[src/sv/key_autorepeat_generator_top_assert.svh]
// Assertion macros for the key autorepeat generator.
// The macros assume the enclosing module has i_clk; KAR_ASSERT also needs i_rst_n.
`ifndef KEY_AUTOREPEAT_GENERATOR_TOP_ASSERT_SVH
`define KEY_AUTOREPEAT_GENERATOR_TOP_ASSERT_SVH

`ifndef ASSERT_OFF
// Clocked check, disabled while reset is held.
`define KAR_ASSERT(lbl, prop, msg) \
    lbl: assert property (@(posedge i_clk) disable iff (!i_rst_n) prop) else $error(msg);
// Clocked check that also holds during reset.
`define KAR_ASSERT_ALWAYS(lbl, prop, msg) \
    lbl: assert property (@(posedge i_clk) prop) else $error(msg);
`else
`define KAR_ASSERT(lbl, prop, msg)
`define KAR_ASSERT_ALWAYS(lbl, prop, msg)
`endif

`endif

[src/sv/kar_pkg.sv]
package kar_pkg;

    localparam int KEY_COUNT_DEF = 32;

    localparam int KEY_W   = 6;
    localparam int FOCUS_W = 8;
    localparam int TIME_W  = 32;
    localparam int CFG_W   = 16;
    localparam int OP_W    = 2;
    localparam int KIND_W  = 2;

    localparam logic [CFG_W-1:0] REPEAT_DELAY_RST  = 16'd300;
    localparam logic [CFG_W-1:0] REPEAT_PERIOD_RST = 16'd30;

    localparam logic CFG_REPEAT_DELAY  = 1'b0;
    localparam logic CFG_REPEAT_PERIOD = 1'b1;

    localparam logic [OP_W-1:0] OP_DOWN  = 2'd0;
    localparam logic [OP_W-1:0] OP_UP    = 2'd1;
    localparam logic [OP_W-1:0] OP_THINK = 2'd2;

    localparam logic [KIND_W-1:0] EV_PRESS   = 2'd0;
    localparam logic [KIND_W-1:0] EV_RELEASE = 2'd1;
    localparam logic [KIND_W-1:0] EV_REPEAT  = 2'd2;

    // per-key state carried around the ring
    typedef struct packed {
        logic              held;
        logic [TIME_W-1:0] rpt_time;
    } t_cell;

    typedef struct packed {
        logic [KIND_W-1:0]  kind;
        logic [KEY_W-1:0]   key;
        logic [FOCUS_W-1:0] target;
    } t_event;

    typedef enum logic [1:0] {
        ST_IDLE,
        ST_SCAN,
        ST_FLUSH
    } t_state;

endpackage

[src/sv/kar_cell.sv]
module kar_cell
    import kar_pkg::*;
(
    input  logic  i_clk,
    input  logic  i_rst_n,
    input  logic  i_shift,
    input  t_cell i_d,
    output t_cell o_q
);

    logic              r_held;
    logic              n_held;
    logic [TIME_W-1:0] r_rpt_time;
    logic [TIME_W-1:0] n_rpt_time;

    assign n_held     = i_shift ? i_d.held : r_held;
    assign n_rpt_time = i_shift ? i_d.rpt_time : r_rpt_time;

    always_ff @(posedge i_clk) begin
        if (!i_rst_n) begin
            r_held <= 1'b0;
        end else begin
            r_held <= n_held;
        end
    end

    // time is only read for held keys, so no reset
    always_ff @(posedge i_clk) begin
        r_rpt_time <= n_rpt_time;
    end

    assign o_q.held     = r_held;
    assign o_q.rpt_time = r_rpt_time;

endmodule

[src/sv/kar_update.sv]
module kar_update
    import kar_pkg::*;
(
    input  t_cell              i_cell,
    input  logic [KEY_W-1:0]   i_idx,
    input  logic               i_match,
    input  logic [OP_W-1:0]    i_op,
    input  logic [FOCUS_W-1:0] i_focus,
    input  logic [TIME_W-1:0]  i_now,
    input  logic [CFG_W-1:0]   i_delay,
    input  logic [CFG_W-1:0]   i_period,
    input  logic [FOCUS_W-1:0] i_press_target,
    output t_cell              o_cell,
    output logic               o_set_target,
    output logic               o_ev_valid,
    output t_event             o_ev
);

    logic [TIME_W-1:0] diff;
    logic              past;
    logic              has_focus;

    // wrap-safe: strictly ahead by less than half the range
    assign diff      = i_now - i_cell.rpt_time;
    assign past      = (diff != '0) && !diff[TIME_W-1];
    assign has_focus = (i_focus != '0);

    always_comb begin
        o_cell        = i_cell;
        o_set_target  = 1'b0;
        o_ev_valid    = 1'b0;
        o_ev.kind     = EV_PRESS;
        o_ev.key      = i_idx;
        o_ev.target   = i_focus;
        case (i_op)
            OP_DOWN: begin
                if (i_match && !i_cell.held) begin
                    o_cell.held     = 1'b1;
                    o_cell.rpt_time = i_now + TIME_W'(i_delay);
                    o_set_target    = 1'b1;
                    o_ev_valid      = has_focus;
                    o_ev.kind       = EV_PRESS;
                end
            end
            OP_UP: begin
                if (i_match && i_cell.held) begin
                    o_cell.held = 1'b0;
                    o_ev_valid  = has_focus;
                    o_ev.kind   = EV_RELEASE;
                end
            end
            OP_THINK: begin
                if (has_focus && i_cell.held) begin
                    if (i_press_target != i_focus) begin
                        o_cell.held = 1'b0;
                    end else if (past) begin
                        o_cell.rpt_time = i_now + TIME_W'(i_period);
                        o_ev_valid      = 1'b1;
                        o_ev.kind       = EV_REPEAT;
                    end
                end
            end
            default: begin
            end
        endcase
    end

endmodule

[src/sv/key_autorepeat_generator_top.sv]
// An accepted word keeps busy high through its scan and flush; its final result, flagged
// by o_last_event, shows in the same cycle that busy falls. The ring turns one key a
// cycle, and a new word is taken only while busy is low. A result waits in a one-deep
// hold for the next one or the scan end before it leaves; the receiver cannot stall.
// Reset (i_rst_n low, synchronous) clears held keys and press target, restores 300 / 30 ms.
`include "key_autorepeat_generator_top_assert.svh"

module key_autorepeat_generator_top
    import kar_pkg::*;
#(
    parameter int KEY_COUNT = KEY_COUNT_DEF
) (
    input  logic               i_clk,
    input  logic               i_rst_n,
    // command channel
    input  logic               start,
    output logic               busy,
    input  logic [OP_W-1:0]    i_operation,
    input  logic [KEY_W-1:0]   i_key_code,
    input  logic [FOCUS_W-1:0] i_focus_id,
    input  logic [TIME_W-1:0]  i_now_ms,
    // configuration write port
    input  logic               i_cfg_we,
    input  logic               i_cfg_index,
    input  logic [CFG_W-1:0]   i_cfg_data,
    // result strobe
    output logic               o_event_valid,
    output logic [KIND_W-1:0]  o_event_kind,
    output logic [KEY_W-1:0]   o_event_key,
    output logic [FOCUS_W-1:0] o_event_target,
    output logic               o_last_event
);

    localparam int IDX_W = (KEY_COUNT > 1) ? $clog2(KEY_COUNT) : 1;
    localparam logic [IDX_W-1:0] IDX_LAST = IDX_W'(KEY_COUNT - 1);

    // ---------------------------------------------------------------
    // Configuration registers
    // ---------------------------------------------------------------
    logic [CFG_W-1:0] r_delay;
    logic [CFG_W-1:0] r_period;

    always_ff @(posedge i_clk) begin
        if (!i_rst_n) begin
            r_delay  <= REPEAT_DELAY_RST;
            r_period <= REPEAT_PERIOD_RST;
        end else if (i_cfg_we) begin
            if (i_cfg_index == CFG_REPEAT_DELAY) begin
                r_delay <= i_cfg_data;
            end else begin
                r_period <= i_cfg_data;
            end
        end
    end

    // ---------------------------------------------------------------
    // Sequencer: IDLE -> SCAN (one key per cycle) -> FLUSH -> IDLE
    // ---------------------------------------------------------------
    t_state r_state;
    t_state n_state;
    logic   accept;
    logic   scanning;
    logic   flushing;

    logic [IDX_W-1:0] r_idx;

    assign accept = start && !busy;

    always_comb begin
        n_state = r_state;
        case (r_state)
            ST_IDLE: begin
                if (start) begin
                    n_state = ST_SCAN;
                end
            end
            ST_SCAN: begin
                if (r_idx == IDX_LAST) begin
                    n_state = ST_FLUSH;
                end
            end
            ST_FLUSH: begin
                n_state = ST_IDLE;
            end
            default: begin
                n_state = ST_IDLE;
            end
        endcase
    end

    always_comb begin
        busy     = 1'b1;
        scanning = 1'b0;
        flushing = 1'b0;
        case (r_state)
            ST_IDLE:  busy     = 1'b0;
            ST_SCAN:  scanning = 1'b1;
            ST_FLUSH: flushing = 1'b1;
            default:  busy     = 1'b1;
        endcase
    end

    always_ff @(posedge i_clk) begin
        if (!i_rst_n) begin
            r_state <= ST_IDLE;
            r_idx   <= '0;
        end else begin
            r_state <= n_state;
            if (accept) begin
                r_idx <= '0;
            end else if (scanning) begin
                r_idx <= r_idx + 1'b1;
            end
        end
    end

    // captured command word
    logic [OP_W-1:0]    r_op;
    logic [KEY_W-1:0]   r_key;
    logic [FOCUS_W-1:0] r_focus;
    logic [TIME_W-1:0]  r_now;

    always_ff @(posedge i_clk) begin
        if (accept) begin
            r_op    <= i_operation;
            r_key   <= i_key_code;
            r_focus <= i_focus_id;
            r_now   <= i_now_ms;
        end
    end

    // ---------------------------------------------------------------
    // Key ring: cell 0 is the head. While scanning every cell hands its
    // state to the cell below; the head, after update, re-enters at the
    // tail. After KEY_COUNT shifts cell k again holds key k.
    // ---------------------------------------------------------------
    t_cell ring_q [KEY_COUNT];
    t_cell head_next;

    for (genvar g = 0; g < KEY_COUNT; g++) begin : g_cell
        t_cell cell_d;
        if (g == KEY_COUNT - 1) begin : g_tail
            assign cell_d = head_next;
        end else begin : g_link
            assign cell_d = ring_q[g+1];
        end
        kar_cell u_cell (
            .i_clk   (i_clk),
            .i_rst_n (i_rst_n),
            .i_shift (scanning),
            .i_d     (cell_d),
            .o_q     (ring_q[g])
        );
    end

    logic [FOCUS_W-1:0] r_press_target;
    logic               set_target;
    logic               ev_valid;
    t_event             ev;
    logic [KEY_W-1:0]   head_key;

    // key_code at or above KEY_COUNT never matches
    assign head_key = KEY_W'(r_idx);

    kar_update u_update (
        .i_cell         (ring_q[0]),
        .i_idx          (head_key),
        .i_match        (head_key == r_key),
        .i_op           (r_op),
        .i_focus        (r_focus),
        .i_now          (r_now),
        .i_delay        (r_delay),
        .i_period       (r_period),
        .i_press_target (r_press_target),
        .o_cell         (head_next),
        .o_set_target   (set_target),
        .o_ev_valid     (ev_valid),
        .o_ev           (ev)
    );

    always_ff @(posedge i_clk) begin
        if (!i_rst_n) begin
            r_press_target <= '0;
        end else if (scanning && set_target) begin
            r_press_target <= r_focus;
        end
    end

    // ---------------------------------------------------------------
    // One-deep event hold: an event is released only once the next one
    // (last = 0) or the end of the scan (last = 1) is known.
    // ---------------------------------------------------------------
    logic   r_pend_valid;
    t_event r_pend;
    logic   r_out_valid;
    logic   r_out_last;
    t_event r_out;

    always_ff @(posedge i_clk) begin
        if (!i_rst_n) begin
            r_pend_valid <= 1'b0;
            r_out_valid  <= 1'b0;
        end else begin
            r_out_valid <= 1'b0;
            if (scanning && ev_valid) begin
                r_pend_valid <= 1'b1;
                r_out_valid  <= r_pend_valid;
            end else if (flushing) begin
                r_pend_valid <= 1'b0;
                r_out_valid  <= r_pend_valid;
            end
        end
    end

    always_ff @(posedge i_clk) begin
        if (scanning && ev_valid) begin
            r_pend     <= ev;
            r_out      <= r_pend;
            r_out_last <= 1'b0;
        end else if (flushing) begin
            r_out      <= r_pend;
            r_out_last <= 1'b1;
        end
    end

    assign o_event_valid  = r_out_valid;
    assign o_event_kind   = r_out.kind;
    assign o_event_key    = r_out.key;
    assign o_event_target = r_out.target;
    assign o_last_event   = r_out_last;

    // ---------------------------------------------------------------
    // Assertions
    // ---------------------------------------------------------------
    `KAR_ASSERT(a_target_nonzero, o_event_valid |-> (o_event_target != '0),
        "event sent to no target")
    `KAR_ASSERT(a_idle_no_pend, (r_state == ST_IDLE) |-> !r_pend_valid,
        "event left pending after item finished")
    `KAR_ASSERT(a_last_after_flush,
        (o_event_valid && o_last_event) |-> ($past(r_state) == ST_FLUSH),
        "final event outside flush")
    `KAR_ASSERT(a_scan_ends, (r_state == ST_FLUSH) |=> !busy,
        "flush not followed by idle")

endmodule

[config.mk]
export PLATFORM = sky130hd
export DESIGN_NAME = key_autorepeat_generator_top
export DESIGN_NICKNAME = d
export VERILOG_FILES = /design/src/sv/kar_pkg.sv /design/src/sv/kar_cell.sv /design/src/sv/kar_update.sv /design/src/sv/key_autorepeat_generator_top.sv
export VERILOG_INCLUDE_DIRS = /design/src /design/src/sv
export SDC_FILE = /design/constraint.sdc
export NUM_CORES = 1
export LEC_CHECK = 0
export BUFFER_PORTS_ARGS = -buffer_cell sky130_fd_sc_hd__buf_2
export CORE_MARGIN = 3
export CORE_UTILIZATION = 60
export CTS_CLUSTER_SIZE = 12
export DETAILED_ROUTE_END_ITERATION = 7
export GPL_TIMING_DRIVEN = 1
export PLACE_DENSITY_LB_ADDON = 0.15
export SKIP_LAST_GASP = 1
export SLEW_MARGIN = 40
export SYNTH_ARGS = -nofsm -noshare
export SYNTH_HDL_FRONTEND = slang
export SYNTH_SLANG_ARGS = --single-unit
[constraint.sdc]
create_clock -name i_clk -period 42.7 [get_ports i_clk]
set_input_delay 2.135 -clock i_clk [delete_from_list [all_inputs] [get_ports i_clk]]
set_output_delay 2.135 -clock i_clk [all_outputs]
set_load 0.005 [all_outputs]
; ---- Word level (Yosys, flattened, before mapping)
; Index checks and enable logic that the tools add are counted.
[word_totals]
output_inout_bits = 19
word_cells = 148
in_bits = 69
regBits = 1184
[op_classes]
n_addsub = 4
muxes = 33
n_eq_ne = 9
reduce_logical = 18
n_bitwise = 2
[op_table]
columns = operator, n
row1 = 33-bit two-way mux, 2
row2 = 32-bit by 16-bit adder with 32-bit output, 2
row3 = 32-bit two-way mux, 2
row4 = 32-bit case mux with 2 select lines, 1
row5 = 16-bit two-way mux, 2
row6 = 32-bit nonzero test, 1
row7 = 32-bit subtractor, 1
row8 = 1-bit two-way mux, 17
row9 = 2-bit two-way mux, 5
row10 = 8-bit != test, 1
row11 = 2-bit case mux with 2 select lines, 2
row12 = 8-bit nonzero test, 1
row13 = 1-bit logical AND, 7
row14 = 5-bit by 6-bit == test with 1-bit output, 1
row15 = 1-bit case mux with 3 select lines, 2
row16 = 2-bit AND reduction, 3
row17 = "5-bit by 1-bit adder with 5-bit output, second input constant", 1
row18 = "5-bit == test, second input constant", 1
row19 = "2-bit by 1-bit == test with 1-bit output, second input constant", 2
row20 = "2-bit == test, second input constant", 2
row21 = 2-bit logical NOT, 2
row22 = "2-bit != test, second input constant", 2
row23 = 1-bit logical NOT, 2
row24 = 1-bit inverter, 2
row25 = 2 further kinds, 2

; ---- Depth between registers and ports, before layout
; Gate-level depths: netlist (run 1).
[logic_depth]
depth_word = 9
ltp_mapped = 17
mapped_depth_nobuf = 14

; ---- By module
; Synthesis (run 1) repeated with hierarchy kept, for this count alone.
[unflattened]
cells_unflattened = 2319
area_unflattened_um2 = 41996.5
[modules_own_cells]
columns = mod, area_each_um2, instances, seq_area_each_um2, cells_each
row1 = kar_cell, 1004.7, 32, 980.9, 36
row2 = kar_update, 5531.6, 1, 0.0, 847
row3 = key_autorepeat_generator_top, 4314.1, 1, 3403.3, 320

; ---- Worst setup path before layout (run 1)
; No wires, ideal clock.
[synth_path]
path_kind = flip-flop to flip-flop
from = register r_state[1]
to = register r_state[1]
t_arrival_ns = 30.344
n_path_buf = 1
path_stages_with_launch = 5
setup_slack_ns = 12.170
setup_ns = 0.186
period_less_slack_ns = 30.530
required_ns = 42.514
cell_sequence = dfxtp_1 -> nand2b_1 -> inv_1 -> clkbuf_1 -> and3_1
[synth_via]
word_cells_on_any_way = 6
cone_classes = eq/ne (3) / mux (1) / reduce/logical (2)
[synth_rtl]
columns = element, line_no
row1 = "start, declared", key_autorepeat_generator_top.sv:59  ; t_state r_state;
row2 = "start signal, assigned", key_autorepeat_generator_top.sv:108  ; r_state <= n_state;
row3 = 2-bit by 1-bit == test with 1-bit output / 2-bit logical NOT (equally long branches), key_autorepeat_generator_top.sv:71  ; case (r_state)
row4 = 2-bit case mux with 2 select lines (*), key_autorepeat_generator_top.sv:71
row5 = via n_state[1], key_autorepeat_generator_top.sv:60  ; t_state n_state;
; Mark *: on every way through the listed nets, which the timed path passes. The rest lies on a longest branch.
; A chain may end at the register's enable or synchronous reset.

; ---- Worst setup path in the final report (run 1)
[layout_path]
from = register r_now[0]
to = register r_out (netlist bit o_event_key[2]) (enable)
[layout_via]
elab_chain_len = 9
word_cells_on_any_way = 10
cone_classes = add/sub (1) / mux (4) / reduce/logical (5)
[layout_rtl]
columns = element, line_no
row1 = "start, declared", key_autorepeat_generator_top.sv:121  ; logic [TIME_W-1:0] r_now;
row2 = "start signal, assigned", key_autorepeat_generator_top.sv:128  ; r_now <= i_now_ms;
row3 = 32-bit subtractor (*), kar_update.sv:24  ; assign diff = i_now - i_cell.rpt_time;
row4 = 32-bit nonzero test / 1-bit logical NOT (equally long branches), kar_update.sv:25  ; assign past = (diff != '0) && !diff[TIME_W-1];
row5 = 1-bit logical AND (*), kar_update.sv:25
row6 = 1-bit two-way mux (*), kar_update.sv:56  ; end else if (past) begin
row7 = 1-bit two-way mux (*), kar_update.sv:54  ; if (i_press_target != i_focus) begin
row8 = 1-bit two-way mux (*), kar_update.sv:53  ; if (has_focus && i_cell.held) begin
row9 = 1-bit case mux with 3 select lines (*), kar_update.sv:35  ; case (i_op)
row10 = 1-bit logical AND (*), key_autorepeat_generator_top.sv:216  ; if (scanning && ev_valid) begin
row11 = 2-bit nonzero test (no source line) (*), n/a
row12 = "end signal, assigned", key_autorepeat_generator_top.sv:218  ; r_out <= r_pend;
row13 = "end signal, assigned", key_autorepeat_generator_top.sv:221  ; r_out <= r_pend;
row14 = "end, declared", key_autorepeat_generator_top.sv:197  ; t_event r_out;
; Every way passes the cells marked *; elsewhere a longest branch is shown, timed or not.

==> results of run 1 <==
-- stage by stage --
step | power (mW) | cell area (µm²) | instances | util
2_1_floorplan | 1.56 | 41700 | 2291 | -
3_3_place_gp | 1.52 | 43300 | 3269 | 0.630
3_5_place_dp | 1.53 | 43400 | 3272 | 0.631
4_1_cts | 2.43 | 46600 | 3450 | 0.679
5_1_grt | 2.50 | 46700 | 3450 | 0.679
6_report | 2.40 | 46700 | 3450 | 0.679
-- registers in the layout (all words and copies together), names as in the netlist --
name,count
r_idx,5
r_delay,16
r_period,16
o_event_target,8
r_op,2
g_cell.u_cell.r_rpt_time,1024
r_press_target,8
r_focus,8
r_key,6
r_state,2
r_pend_valid,1
o_event_key,5
g_cell.u_cell.r_held,32
o_event_valid,1
r_pend,15
r_now,32
o_last_event,1
o_event_kind,2
-- cell usage after synthesis (all sizes together) (33+ instances only) --
cell    instances  area, µm²
a21oi          53        273
nor2           88        338
edfxtp       1102      33100
a21boi         67        507
inv            59        221
xnor2          33        289
nand3          41        205
clkbuf         42        158
ha             69        863
nand2         210        791
dfxtp          82       1640
o21ai          53        284
-- power by group through the flow --
| stage | sequential [mW] | combinational (mW) | clock [mW] |
|---|---|---|---|
| floorplan | 1.48 | 0.0881 | 0 |
| global placement | 1.40 | 0.127 | 0 |
| detailed placement | 1.40 | 0.130 | 0 |
| CTS | 1.38 | 0.130 | 0.926 |
| global route | 1.38 | 0.143 | 0.970 |
| finish | 1.38 | 0.130 | 0.898 |
-- final timing paths --
path                                endpoint  cells past startpoint  slack (ns)                            start
min          g_cell[22].u_cell.r_rpt_time[1]                      0        0.40  g_cell[23].u_cell.r_rpt_time[1]
min reg2reg  g_cell[22].u_cell.r_rpt_time[1]                      0        0.40  g_cell[23].u_cell.r_rpt_time[1]
max reg2reg                   o_event_key[2]                     15       37.39                         r_now[0]
max                           o_event_key[2]                     15       37.39                         r_now[0]
-- logic make-up (layout without fill, tap and decap cells) --
kind of cell	Yosys count	in the layout	synth area share
XOR/XNOR	57	57	0.0120
other	1	1	0.0000899
AND/OR/NAND/NOR	484	484	0.0542
flip-flops	1184	1184	0.832
buffers and inverters	118	346	0.0117
AO/OA/AOI/OAI	364	364	0.0648
adder cells (fa/ha/maj)	72	72	0.0221
multiplexers	11	11	0.00267
-- layer usage --
| metal | share of wire | global-route usage | wire [µm] |
|---|---|---|---|
| met5 | 0 | 0 | 0 |
| met2 | 0.48 | 0.336 | 36200 |
| met4 | 0.019 | 0.0562 | 1440 |
| met3 | 0.040 | 0.0291 | 3040 |
| met1 | 0.47 | 0.328 | 35500 |
-- cell type report --
class                           instances  area share
Clock buffer                          164      0.0662
Clock inverter                         14     0.00413
Inverter                               60     0.00509
Multi-Input combinational cell        989       0.140
Sequential cell                      1184       0.744
Tap cell                              931      0.0250
Timing Repair Buffer                  108      0.0150
==> results.md, run 1 <==
Synthesis:
- The gate count of the mapped netlist is approximately 2300.
- The number of flip-flops and latches in the synthesized netlist is ~1200.
- Counting every net in the synthesized netlist gives 2432.
- For this run, the register share of the synthesized area comes to 0.832.
- The predominant post-synthesis flop cell is sky130_fd_sc_hd__edfxtp_1.
- After synthesis, the mean cell area works out to between 15 and 20 µm².
- Counting flops with a built-in enable in the synthesized netlist gives approximately 1100.
- The fraction of registers with async set or reset after synthesis is 0.
- The mapped cell area is 41700 µm².
- The yosys synthesis warning count is 0.
- After synthesis, the netlist uses between 90 and 100 different library cells.

Die:
- The total area inside the core boundary comes to between 60000 and 70000 µm².
- The floorplan has 96 rows.
- The initial cell density of the core is 0.607.
- The area of the die is 72700 µm².
- In this run the vertical extent of the chip is 270 µm.
- The floorplan step set the die width to between 200 and 300 µm.
- The top-level port count is 88.

Job:
- Across the run, the number of max-cap violations was 0.

Worst setup path:
- On the worst path, the slowest cell contributes a delay of 0.71 ns.
- STA puts the critical path data required time at approximately 43 ns.
- Counting stages on the worst path, the most repeated cell is sky130_fd_sc_hd__or4_1.
- The maximum fanout along the worst path is 23.
- The critical path is of the reg -> reg type.
- The highest-delay cell along the critical path is sky130_fd_sc_hd__or4_1.
- The kind of end point of the critical path is a register.
- The critical path goes through inv_1, ha_1, fa_1, nand2b_1, a21oi_1, o41ai_4, a2bb2oi_2, a31o_4, o2111ai_1, or4_1, or4_1, o211ai_2, buf_4, a211o_1, nand2_1.
- Together, buffers and inverters on the worst path number 2.
- The kind of cell adding the most delay to the critical path is simple AND/OR/NAND/NOR gates.
- Data arrives at the worst endpoint at roughly 5.6 ns.
- The critical path launch point type is a register.

Cells and area:
- The storage element area is 34700 µm².
- The multi-input combinational cells in the finished layout cover a total of between 6000 and 7000 µm².
- The final net count is between 2000 and 3000.
- In the final layout, the share of cells above drive strength 1 is 0.109.
- 0 antenna diodes ended up in the layout.
- The layout-stage area growth over the synthesis result is 11.8%.
- Leaving out fill and tap cells, the most frequent cell in the layout is sky130_fd_sc_hd__edfxtp_1.
- In the layout the commonest cells are 1102 x sky130_fd_sc_hd__edfxtp_1, 209 x sky130_fd_sc_hd__nand2_1, 114 x sky130_fd_sc_hd__clkbuf_16.
- Counting the fill cells in the layout gives approximately 4400.

STA:
- Of the available clock period, the critical path in the final layout requires 0.124.
- The number of endpoints failing setup at the final stage is 0.
- The highest clock frequency the design can meet is ~190 MHz.
- The worst clock skew is between 0.02 and 0.03 ns.
- Adding up every negative setup slack in the final design gives 0 ns.
- The worst path needs between 5 and 6 ns of the cycle, external delays included.
- The final worst hold slack is 0.402 ns.
- The final setup slack of the worst path is about 37 ns.
- Setup repair after global routing left no endpoint under its margin.
- The number of max-slew violations in the final report is 0.
- The count of final hold-check violations was 0.
- The transition time at the pin with the least slew margin is slightly below 0.8 ns.
- In this run the tightest slew margin relative to its limit is 0.475.

GRT:
- The global-route congestion overflow total is 0.
- The largest net degree at the start of global routing is 142.
- Across every metal layer, demand over resource in global routing totals 0.215.
- The initial antenna violation count came to 0.
- The number of global-route vias before repair is around 20000.
- The first global-routing pass estimated 119 mm of wire.

Run status:
- The flow ran to the end, and the final reports show no timing, DRC or antenna violations.

Route:
- For this run, design rule violations remaining after detail routing come to 0.
- Dividing the detail-routed wire length by the instance count gives roughly 22 µm.
- The detailed router's first-iteration violation count is 1705.
- The total wire length is approximately 76 mm.
- In the routed layout, each cell is associated on average with a via count of ~5.7.
- The detail route stage leaves a number of antenna-violating nets equal to 0.
- The total via count after detailed routing is between 15000 and 20000.
- The length of the first detailed-routing pass in iterations is 5.

Placed design:
- During placement, the flow inserted port buffers numbering 86.
- The worst setup slack before clock tree synthesis is around 37 ns.
- The HPWL after detailed placement is 45.6 mm.
- At the end of routability-driven placement, the weighted congestion stood at about 0.86.

Pwr:
- The clock share of power is 0.374.
- The internal portion of the total power is between 1.5 and 2 mW.
- The leakage power is between 15 and 20 nW.
- Of the total power, combinational logic draws 0.054.
- The share of total power dissipated in sequential elements is 0.573.
- VDD sags by at most ~0.044 mV.
- For this design the ratio of total power to cell area is just over 50 nW/µm².
- The fraction of power spent switching nets is 0.212.
- The switching power total is about 510 µW.

Clock tree:
- Post-CTS repair changed the size of 0 cells.
- CTS built an H-tree with a depth of 3.
- The total CTS buffers is 113.
- The clock transition at the registers of the reported paths is about 0.060 ns.
- The CTS tree is built.
- The clock passes through at most 3 buffers.
- Buffers added to address setup during post-CTS repair amount to 0.
- The source-to-sink clock delay at the later pin of the worst-skew pair is 0.67 ns.
- The quantity of hold-fixing buffers added after cts is 0.
- The clock net in this run drives a total of ~1200 sinks.
- The cell at the root of the clock tree is sky130_fd_sc_hd__clkbuf_16.

Worst hold path:
- The type of the worst min-delay path is reg -> reg.
(Power assumes the default switching activity.)
==> run 2, diff against run 1 <==
==> constraint.sdc (replaced) <==
create_clock -name i_clk -period 5.2 [get_ports i_clk]
set_input_delay 0.26 -clock i_clk [delete_from_list [all_inputs] [get_ports i_clk]]
set_output_delay 0.26 -clock i_clk [all_outputs]
set_load 0.005 [all_outputs]
==> run 2 against run 1 <==
First-iteration DRC count is 1.3% higher. Sequential cell count unchanged. Sequential share of layout area down 1.2 points. Final cell count up 2.3%. Via count rose by 1.7%. Combinational power rose to 8.5 times the previous value. Clock-buffer cell count is 2 lower. Design area up 1.6%. Utilization grew 1.1 points. Clock skew grew 0.0030 ns. Critical path type unchanged. Largest cell class unchanged. Largest power group unchanged.
==> results.md, run 2 (synthesis results as in run 1) <==
STA:
- The highest clock frequency the design can meet is 206 MHz (+9.3%).
- The final-layout setup total negative slack was 0 ns (unchanged).
- The number of endpoints failing setup at the final stage is 0 (unchanged).
- The final worst hold slack is 0.0367 ns (-0.365 ns).
- The number of max-slew violations in the final report is 0 (unchanged).
- The count of final hold-check violations is 0 (unchanged).
- The transition time at the pin with the least slew margin was 0.834 ns (+0.0493 ns).
- The worst clock skew is 0.0302 ns (+0.00296 ns).
- The share of the cycle needed by the critical path after routing is 0.933 (+0.809).
- The final critical delay including setup and external delays is 4.85 ns (-0.452 ns).
- Setup repair after global routing left no endpoint under its margin.
- The remaining max-slew budget at the tightest pin was 0.443 (-0.0323).

Job:
- The number of violations of the max-capacitance limit is 0 (unchanged).

GRT:
- The global-route congestion overflow total came to 0 (unchanged).
- The total routing resource utilization after global routing is 0.221 (+0.00553).
- The initial antenna violation count came to 2 (+2).
- The largest net degree at the start of global routing was 147 (+3.5%).
- The number of global-route vias before repair is 19900 (+0.050%).
- The wire length of the first global-routing pass came to 122 mm (+2.5%).

Worst setup path:
- The kind of end point of the critical path is a register.
- The critical path required time came to 5.47 ns (-37.49 ns).
- The critical path buffer and inverter count is 0 (-2).
- The worst setup path is launched from a register.
- The longest individual stage delay on the worst path is 0.66 ns (-0.05 ns).
- Walking the worst path, the cells encountered are ha_1, a21o_1, a2111oi_1, o21ai_0, o21a_1, nor4_1, nand2_1, nand4b_1, or4_1, o211ai_2, a211o_1, nand2_1.
- The critical path class is reg -> reg.
- The worst endpoint data arrival time is 5.12 ns (-0.44 ns).
- The cell occurring most often along the worst timing path is sky130_fd_sc_hd__nand2_1.
- Among cell families on the critical path, the largest total delay comes from compound AO/OA/AOI/OAI gates.
- For this design, the slowest cell found on the critical path is sky130_fd_sc_hd__or4_1.
- The maximum fanout along the worst path is 15 (-35%).

Die:
- The initial cell density of the core is 0.607 (unchanged).
- The chip height was 270 µm (unchanged).
- The number of core rows is 96 (unchanged).
- The top-level port count is 88 (unchanged).
- The area of the die is 72700 µm² (unchanged).
- The x dimension of the die is 270 µm (unchanged).
- The core outline area was 68700 µm² (unchanged).

Cells and area:
- The final net count came to 2678 (+3.1%).
- The largest registers in the layout are g_cell.u_cell.r_rpt_time x1024, g_cell.u_cell.r_held x32, r_now x32.
- The flip-flop count of the largest register after layout is 1024 (unchanged).
- The largest register by flop count is g_cell.u_cell.r_rpt_time.
- The layout-stage area growth over the synthesis result is 13.6%.
- The proportion of layout cells with a drive suffix above 1 was 0.113 (+0.00392).
- The post-route cell area was 47400 µm² (+1.6%).
- The layout filler cell count is 4380 (-1.5%).
- Leaving out fill and tap cells, the most frequent cell in the layout is sky130_fd_sc_hd__edfxtp_1.
- The final core area utilization is 0.690 (+0.0108).
- The count of antenna diodes in the layout is 0 (unchanged).
- The top cell types in the final layout, fill and taps aside, are 1102 x sky130_fd_sc_hd__edfxtp_1, 209 x sky130_fd_sc_hd__nand2_1, 115 x sky130_fd_sc_hd__clkbuf_16.

Route:
- The detailed router's first-iteration violation count is 1727 (+1.3%).
- The total via count after detailed routing is 20000 (+1.7%).
- The total wire length is 78.8 mm (+3.5%).
- The count of nets left with antenna violations after detail routing was 0 (unchanged).
- The length of the first detailed-routing pass in iterations is 6 (+1).
- The detailed-route wire length per cell is 22.3 µm (+1.1%).
- The average via count per standard cell came to 5.67 (-0.63%).
- The number of design rule violations left after detail routing is 0 (unchanged).

Clock tree:
- The total CTS buffers is 114 (+0.88%).
- The number of H-tree levels is 3 (unchanged).
- The CTS tree is built.
- The count of buffers added by post-CTS timing repair for setup is 0 (unchanged).
- The number of buffers between clock root and the deepest sink is 3 (unchanged).
- The clock transition at the registers of the reported paths is 0.06 ns (about the same).
- The source-to-sink clock delay at the later pin of the worst-skew pair is 0.68 ns (about the same).
- The cell at the root of the clock tree is sky130_fd_sc_hd__clkbuf_16.
- The TritonCTS sink count is 1184 (unchanged).

Run status:
- The run finished with clean final reports.

Pwr:
- The power density over cell area is 419 nW/µm² (+710%).
- The largest vdd supply drop is 0.384 mV (+780%).
- The leakage power came to 16.2 nW (+2.2%).

Worst hold path:
- The tightest min-delay check is of the in -> reg type.

Placed design:
- The routability-driven placement congestion ratio is 0.880 (+2.2%).
- The HPWL after detailed placement is 46.3 mm (+1.6%).
- The quantity of I/O buffers inserted on ports came to 86 (unchanged).
- The total placed instance area came to 43500 µm² (+0.26%).
-- run 2: final cells by class --
cell class                 count  area [µm²]  share of cell area
multi-input combinational    989        6520               0.138
tap                          931        1160              0.0246
clock inverter                17         180             0.00380
clock buffer                 162        3100              0.0655
inverter                      60         238             0.00501
timing repair buffer         188        1470              0.0309
sequential                  1184       34700               0.733
-- run 2: per-layer routing --
metal  GRT usage  wire length [µm]
met1       0.335             36100
met2       0.349             37900
met3      0.0293              3260
met4      0.0532              1600
met5           0                 0
-- run 2: what timing repair did --
action,CTS,global route
gates resized for setup,0,0
hold buffers,64,0
hold endpoints to repair,80,0
-- run 2: where the power goes --
part,total (mW),leakage (nW),internal [mW],switching [mW]
logic,1.11,3.60,0.357,0.757
clock network,7.42,1.59,4.13,3.29
registers,11.3,11.0,11.1,0.220
-- run 2: final timing paths --
kind | start | slack [ns] | depth (start not counted) | endpoint
max | r_now[26] | 0.35 | 12 | o_event_key[2]
min | i_cfg_index | 0.04 | 4 | r_delay[6]
max reg2reg | r_now[26] | 0.35 | 12 | o_event_key[2]
min reg2reg | g_cell[6].u_cell.r_rpt_time[27] | 0.40 | 0 | g_cell[5].u_cell.r_rpt_time[27]
-- run 2: worst min-delay path, delay by kind of cell --
kind            cells  cell delay [ns]
buf+inv             1             0.11
compound gates      1             0.06
simple gates        2             0.21
-- run 2: metrics by stage --
step / cells / total power [mW] / setup WS, ns
floorplan: 2291 / 12.2 / 0.972
global placement: 3287 / 12.5 / 0.340
detailed placement: 3288 / 12.5 / 0.344
CTS: 3531 / 20.1 / 0.335
global route: 3531 / 20.6 / 0.0811
finish: 3531 / 19.8 / 0.347
==> run 3, diff against run 2 <==
--- a/config.mk
+++ b/config.mk
@@ -8,7 +8,7 @@
 export LEC_CHECK = 0
 export BUFFER_PORTS_ARGS = -buffer_cell sky130_fd_sc_hd__buf_2
 export CORE_MARGIN = 3
-export CORE_UTILIZATION = 60
+export CORE_UTILIZATION = 62
 export CTS_CLUSTER_SIZE = 12
 export DETAILED_ROUTE_END_ITERATION = 7
 export GPL_TIMING_DRIVEN = 1
==> run 3 against run 2 <==
Critical path depth rose by 2. Critical path type unchanged. Global-route usage is 1.0 points higher. Critical endpoint is now g_cell[31].u_cell.r_rpt_time[6]. Combinational power barely moved.
==> results.md, run 3 (synthesis results as in run 1) <==
STA:
- The number of max-slew violations in the final report is 0 (unchanged).
- The worst clock skew is 0.0386 ns (+0.00841 ns).
- Setup repair after global routing left no endpoint under its margin.
- The final critical delay including setup and external delays came to 4.86 ns (+0.00572 ns).
- The transition time at the pin with the least slew margin was 0.801 ns (-0.0329 ns).
- The highest clock frequency the design can meet came to 206 MHz (-0.12%).
- The remaining max-slew budget at the tightest pin is 0.462 (+0.0195).
- The share of the cycle needed by the critical path after routing came to 0.934 (+0.00110).
- The number of endpoints failing setup at the final stage was 0 (unchanged).
- The final-layout setup total negative slack came to 0 ns (unchanged).
- The count of final hold-check violations is 0 (unchanged).

Route:
- The detailed router's first-iteration violation count is 1805 (+4.5%).
- The count of nets left with antenna violations after detail routing is 0 (unchanged).
- The detailed-route wire length per cell was 22.7 µm (+1.8%).
- The average via count per standard cell was 5.86 (+3.3%).
- The total via count after detailed routing was 20300 (+1.2%).
- The length of the first detailed-routing pass in iterations is 5 (-1).
- The total wire length is 78.6 mm (-0.28%).
- The number of design rule violations left after detail routing is 0 (unchanged).

Cells and area:
- The final net count is 2673 (-0.19%).
- The layout-stage area growth over the synthesis result is 13.5% (about the same).
- The commonest non-fill, non-tap cell in the layout is sky130_fd_sc_hd__edfxtp_1.
- In the layout the commonest cells are 1102 x sky130_fd_sc_hd__edfxtp_1, 209 x sky130_fd_sc_hd__nand2_1, 116 x sky130_fd_sc_hd__clkbuf_16.
- The flip-flop count of the largest register after layout is 1024 (unchanged).
- The proportion of layout cells with a drive suffix above 1 came to 0.110 (-0.00282).
- The largest registers in the layout are g_cell.u_cell.r_rpt_time x1024, g_cell.u_cell.r_held x32, r_now x32.
- The largest register by flop count is g_cell.u_cell.r_rpt_time.
- The count of antenna diodes in the layout is 0 (unchanged).

Pwr:
- The power after layout is 19.9 mW (+0.36%).
- The leakage power was 16.2 nW (about the same).
- The largest vdd supply drop is 0.480 mV (+25%).
- The power density over cell area is 420 nW/µm² (+0.43%).

Clock tree:
- The clock transition at the registers of the reported paths is 0.06 ns (about the same).
- The number of gates resized after CTS is 0 (unchanged).
- The source-to-sink clock delay at the later pin of the worst-skew pair was 0.67 ns (about the same).
- The total CTS buffers is 113 (-0.88%).
- The number of buffers between clock root and the deepest sink came to 3 (unchanged).
- The count of buffers added by post-CTS timing repair for setup is 0 (unchanged).
- The CTS tree is built.
- In this run the clock root is driven by a sky130_fd_sc_hd__clkbuf_16.
- The TritonCTS sink count is 1184 (unchanged).
- The number of H-tree levels is 3 (unchanged).

Job:
- The number of violations of the max-capacitance limit is 0 (unchanged).

Worst setup path:
- The endpoint of the lowest-slack register-to-register path is g_cell[31].u_cell.r_rpt_time[6].
- The most numerous cell type found on the critical path is sky130_fd_sc_hd__buf_4.
- The worst endpoint data arrival time came to 5.27 ns (+0.15 ns).
- The critical path goes through ha_1, a21oi_1, and2_1, a21boi_1, o21ai_0, nor4_1, nand2_1, nand4b_1, or4_1, buf_4, o21ai_4, buf_4, nor2_4, a221o_1.
- The critical path required time is 5.61 ns (+0.14 ns).
- The maximum fanout along the worst path is 10 (-5).
- The worst register-to-register path begins at r_now[17].
- The register-to-register setup slack is 0.34 ns (about the same).
- The worst setup path is launched from a register.
- The longest individual stage delay on the worst path is 0.61 ns (-0.05 ns).
- The worst reg-to-reg path cell count is 14 (+2).
- The largest individual stage delay along the critical path comes from the cell sky130_fd_sc_hd__or4_1.
- STA classifies the critical path endpoint as a register.
- The worst setup path is of the reg -> reg kind.

Die:
- The x dimension of the die was 265 µm (-1.6%).
- The initial cell density of the core is 0.630 (+0.0228).
- The top-level port count is 88 (unchanged).
- The core outline area is 66200 µm² (-3.6%).
- The area of the die is 70400 µm² (-3.2%).
- The number of core rows is 94 (-2.1%).
- The chip height was 265 µm (-1.6%).

GRT:
- The initial antenna violation count is 2 (unchanged).
- The global-route congestion overflow total is 0 (unchanged).
- The total routing resource utilization after global routing came to 0.231 (+0.0103).
- The largest net degree at the start of global routing is 130 (-12%).
- The wire length of the first global-routing pass is 122 mm (about the same).
- The number of global-route vias before repair is 20200 (+2.0%).

Worst hold path:
- The hold path startpoint is i_cfg_index.
- The path with the worst hold slack has its endpoint at r_delay[0].
- The type of the worst min-delay path is in -> reg.
- The hold-critical path depth is 4 (unchanged).

Placed design:
- The quantity of I/O buffers inserted on ports is 86 (unchanged).
- The HPWL after detailed placement came to 46.2 mm (-0.24%).
- The routability-driven placement congestion ratio is 0.919 (+4.4%).

Run status:
- The run finished with clean final reports.
run 3: changes by cell type in the layout (fill, tap and decap cells not counted), moves of 2 or more:
| cell | change |
|---|---|
| sky130_fd_sc_hd__clkinv_2 | -5 |
| sky130_fd_sc_hd__clkinv_1 | +3 |
| sky130_fd_sc_hd__buf_4 | -7 |
| sky130_fd_sc_hd__inv_6 | -2 |
| sky130_fd_sc_hd__bufinv_16 | +2 |
run 3: routing by layer:
layer / vias to the layer above / share of wire / global-route usage
met4: 2 / 0.033 / 0.0830
met3: 169 / 0.052 / 0.0331
met5: - / 0.00017 / 0
met2: 677 / 0.47 / 0.355
li1: 9321 / - / -
met1: 10100 / 0.44 / 0.348
run 3: worst max-delay path: cells and delay by family (launching register included):
| kind | cells | cell delay [ns] |
|---|---|---|
| flip-flops | 1 | 0.51 |
| AO/OA/AOI/OAI | 5 | 1.50 |
| adder cells (fa/ha/maj) | 1 | 0.53 |
| buffers and inverters | 2 | 0.47 |
| AND/OR/NAND/NOR | 6 | 1.57 |
run 3: what timing repair did:
item                                   CTS  global route
endpoints found under the hold margin   80             0
setup endpoints to repair                0             0
hold buffers                            65             0
run 3: cell type report:
| cell class | instances | area [µm²] |
|---|---|---|
| multi-input combinational | 989 | 6540 |
| fill | 3887 | 18800 |
| tap | 864 | 1080 |
| sequential | 1184 | 34700 |
| inverter | 60 | 233 |
| clock inverter | 15 | 209 |
| clock buffer | 162 | 3130 |
| timing repair buffer | 184 | 1460 |
run 3: how the worst max path moves through the flow:
stage          slack [ns]                              end  cells past startpoint                            from
6_report             0.34  g_cell[31].u_cell.r_rpt_time[6]                     14                       r_now[17]
5_1_grt              0.05                   o_event_key[3]                     12                       r_now[17]
4_1_cts              0.37                   o_event_key[2]                     12                       r_now[17]
3_5_place_dp         0.37  g_cell[31].u_cell.r_rpt_time[6]                     14                       r_now[17]
3_3_place_gp         0.47  g_cell[31].u_cell.r_rpt_time[8]                     14                       r_now[17]
2_1_floorplan        0.97                   o_event_key[0]                     14  g_cell[0].u_cell.r_rpt_time[0]
run 3: where the power goes:
part | internal, mW | total [mW] | switching [mW]
Sequential | 11.1 | 11.3 | 0.223
Combinational | 0.358 | 1.11 | 0.748
Clock | 4.24 | 7.50 | 3.26
run 3: metrics by stage:
stage | std cells | utilization | hold WS [ns] | worst slack (ns) | cell area (µm²)
after floorplan | 2291 | - | 0.359 | 0.972 | 41700
after global placement | 3214 | 0.654 | 0.401 | 0.473 | 43300
after detailed placement | 3216 | 0.655 | 0.405 | 0.374 | 43400
after CTS | 3458 | 0.715 | 0.00583 | 0.375 | 47400
after global routing | 3458 | 0.715 | 0.0492 | 0.0467 | 47400
final | 3458 | 0.715 | 0.0414 | 0.341 | 47400
